**src/rtl/mfta_ram.sv**
```systemverilog
// Generic single-port RAM with registered read data.
`default_nettype none
module mfta_ram #(
  parameter int Width = 8,
  parameter int Depth = 16
) (
  input  wire logic                     clk,
  input  wire logic                     we,
  input  wire logic [$clog2(Depth)-1:0] addr,
  input  wire logic [Width-1:0]         wdata,
  output logic      [Width-1:0]         rdata
);
  logic [Width-1:0] mem [Depth];
  always_ff @(posedge clk) begin
    if (we) begin
      mem[addr] <= wdata;
    end
    rdata <= mem[addr];
  end
endmodule
`default_nettype wire

```
**config.mk**
```make
export PLATFORM = sky130hd
export DESIGN_NAME = mfta_ram
export DESIGN_NICKNAME = d
export VERILOG_FILES = /design/src/rtl/mfta_ram.sv
export SDC_FILE = /design/constraint.sdc
export NUM_CORES = 1
export LEC_CHECK = 0
export ABC_AREA = 1
export BUFFER_PORTS_ARGS = -buffer_cell sky130_fd_sc_hd__clkbuf_2
export CAP_MARGIN = 10
export CORE_ASPECT_RATIO = 1.5
export CORE_MARGIN = 5
export CORE_UTILIZATION = 45
export DETAILED_ROUTE_END_ITERATION = 10
export GPL_TIMING_DRIVEN = 0
export PLACE_DENSITY = 0.6
export SKIP_LAST_GASP = 1
export SLEW_MARGIN = 20
export SYNTH_ARGS = -nofsm -noshare
export SYNTH_HDL_FRONTEND = slang
export SYNTH_SLANG_ARGS = --single-unit
```
**constraint.sdc**
```tcl
create_clock -name clk -period 1.7 [get_ports clk]
set_input_delay 0.17 -clock clk [delete_from_list [all_inputs] [get_ports clk]]
set_output_delay 0.17 -clock clk [all_outputs]
set_load 0.01 [all_outputs]
```
==> impl_metrics.yaml <==
cts:
  cts-hold-fix-buffers: 0
  root_buffer: "clkbuf_16"
  numCtsBuffers: 17
  worst_skew_pair.late_latency_ns: 0.41
  clock-sinks: 136
  cts-htree-levels: 4
  cts_tree: "built"
  path_clk_slew_ns: 0.06
  cts_max_path_buffers: 2
drt:
  avgRoutedWirePerCell_um: 16.9
  drc: 0
  avgViaCountPerCell: 4.83
  drt-initial-drc-count: 193
  first_pass_iters: 4
  finalWirelength_um: 12800
  vias: 3649
  drtAntennaViolNets: 0
timing:
  setup_viol: 0
  hold_viol_final: 0
  rsz0062_at_grt: "true"
  clock.fmax_mhz: 612
  tns_ns: 0
  min_period_ns: 1.63
  period_share_pct: 96.1
  skew_ns: 0.00735
  tightest_slew_ns: 0.746
  slew_headroom_pct: 50.1
  slew_viol_final: 0
critical_path:
  crit_arrival_ns: 1.67
  crit_path_start_kind: "input port"
  crit_required_ns: 1.74
  reg2reg_depth: 8
  worstPathMaxFanout: 10
  rrSetupSlack_ns: 0.70
  reg2reg_from: "mem[7][5]$_DFFE_PP_"
  worstSetupPathType: "in -> reg"
  reg2reg_to: "rdata[5]$_DFF_P_"
  end_kind: "register"
min_path:
  hold_start: "wdata[4]"
  min_delay_path_depth: 1
  hp-class: "in -> reg"
  holdPathEnd: "mem[4][4]$_DFFE_PP_"
run:
  max_cap_viol_count: 0
place:
  gp_routability_congestion: 0.953
  port_buffers: 20
  placed_cell_area_um2: 5890
  dpl.hpwl_um: 8530
pwr:
  power.density_nw_per_um2: 1230
  power_leakage_uw: 0.00280
  irDropWorstVdd_v: 0.000675
layout:
  layout_commonest_cell: "nand2_1"
  n_fill_cell: 1107
  diodes: 0
  final_area_um2: 6510
  layout.area.seq_um2: 4000
  utilization_pct: 52.9
  drive_above_1_share_pct: 12.2
  nets: 601
  multi_input_area_um2: 1400
  syn_to_final_growth_pct: 16.5
  layout_common_cells: "nand2_1, edfxtp_1, inv_1, clkbuf_2, clkbuf_16"
floorplanning:
  ios: 22
  start_util_pct: 45.4
  core-area_um2: 12300
  rows: 50
  die_w_um: 101
  die-area_um2: 14800
  die_h_um: 147
synth:
  yosysSeqAreaShare_pct: 71.6
  syn_inst: 548
  syn_area_um2: 5590
  syn_nets: 562
  syn_avg_cell_area_um2: 10.2
  yosysWarnings: 0
  synth_cell_type_count: 11
  synth_seq_cells: 136
run_status:
  status: "completed"
grt:
  grt_pass1_vias: 3734
  grt_pass1_wl_um: 20100
  antenna_found_initial: 0
  grt_overflow: 0
  grtUsageTotal_pct: 18.6
  grt_start_max_net_pins: 17
synthesized netlist by cell type:
cell      number  share of area (%)
buf_2         12                1.1
buf_4          6               0.81
clkbuf_1       3               0.20
clkinv_1       1              0.067
dfxtp_1        8                2.9
edfxtp_1     128                 69
inv_1         21                1.4
inv_2          1              0.067
nand2_1      346                 23
nand3_1        4               0.36
nor2_1        18                1.2
power by group:
part           internal [uW]  switching [uW]  leakage, uW
Combinational            128             340      0.00128
Sequential              3750            19.3      0.00122
Clock                   2430            1320     0.000295
Total                   6310            1680      0.00280
flip-flops by register name, summed over array words and instances (netlist names):
register  count
mem         128
rdata         8
worst max-delay path by stage:
| stage | start | endpoint | slack [ns] | cells past startpoint |
|---|---|---|---|---|
| after detailed placement | addr[1] | mem[10][6]$_DFFE_PP_ | -0.47 | 4 |
| after CTS | addr[1] | mem[3][7]$_DFFE_PP_ | 0.04 | 4 |
| after global placement | addr[1] | mem[10][6]$_DFFE_PP_ | -0.39 | 4 |
| after floorplan | addr[1] | mem[3][0]$_DFFE_PP_ | 0.15 | 4 |
| after global routing | addr[1] | mem[11][4]$_DFFE_PP_ | -0.08 | 4 |
| final | addr[1] | mem[11][5]$_DFFE_PP_ | 0.07 | 4 |
final cells by class:
type                    count  area share (%)
repair buffers             20            1.54
well taps                 156            3.00
clock inverters            15            2.80
flip-flops and latches    136            61.5
clock buffers              17            6.53
inverters                  23            1.33
plain buffers              21            1.79
multi-input cells         368            21.6
worst max-delay path, stage by stage:
cell and delay, ns:
buf_2 0.17, clkbuf_1 0.37, nand3_1 0.31, nor2_1 0.64
stage by stage:
step	setup WS, ns	hold WS [ns]	total power (uW)	std cells
4_1_cts	0.0432	0.251	8060	756
5_1_grt	-0.0828	0.258	8260	756
3_5_place_dp	-0.474	0.560	4310	724
6_report	0.0663	0.262	7990	756
2_1_floorplan	0.153	0.269	4110	548
3_3_place_gp	-0.391	0.559	4300	724
kinds of logic after synthesis:
kind of cell | Yosys count | share of synthesized area [%]
buf+inv | 44 | 3.62
flops | 136 | 71.6
simple gates | 368 | 24.8
routing by layer:
metal,routed length [um],up-vias,track usage (%)
met5,0,-,0
met4,276,0,7.65
met3,515,19,4.40
met2,6910,89,32.8
met1,5070,1713,21.2
li1,-,1828,-
repair_timing:
action                     4_1_cts  5_1_grt
setup buffers                    0        0
gates resized for setup          1        6
setup endpoints to repair        8       64
(Power assumes the default switching activity.)
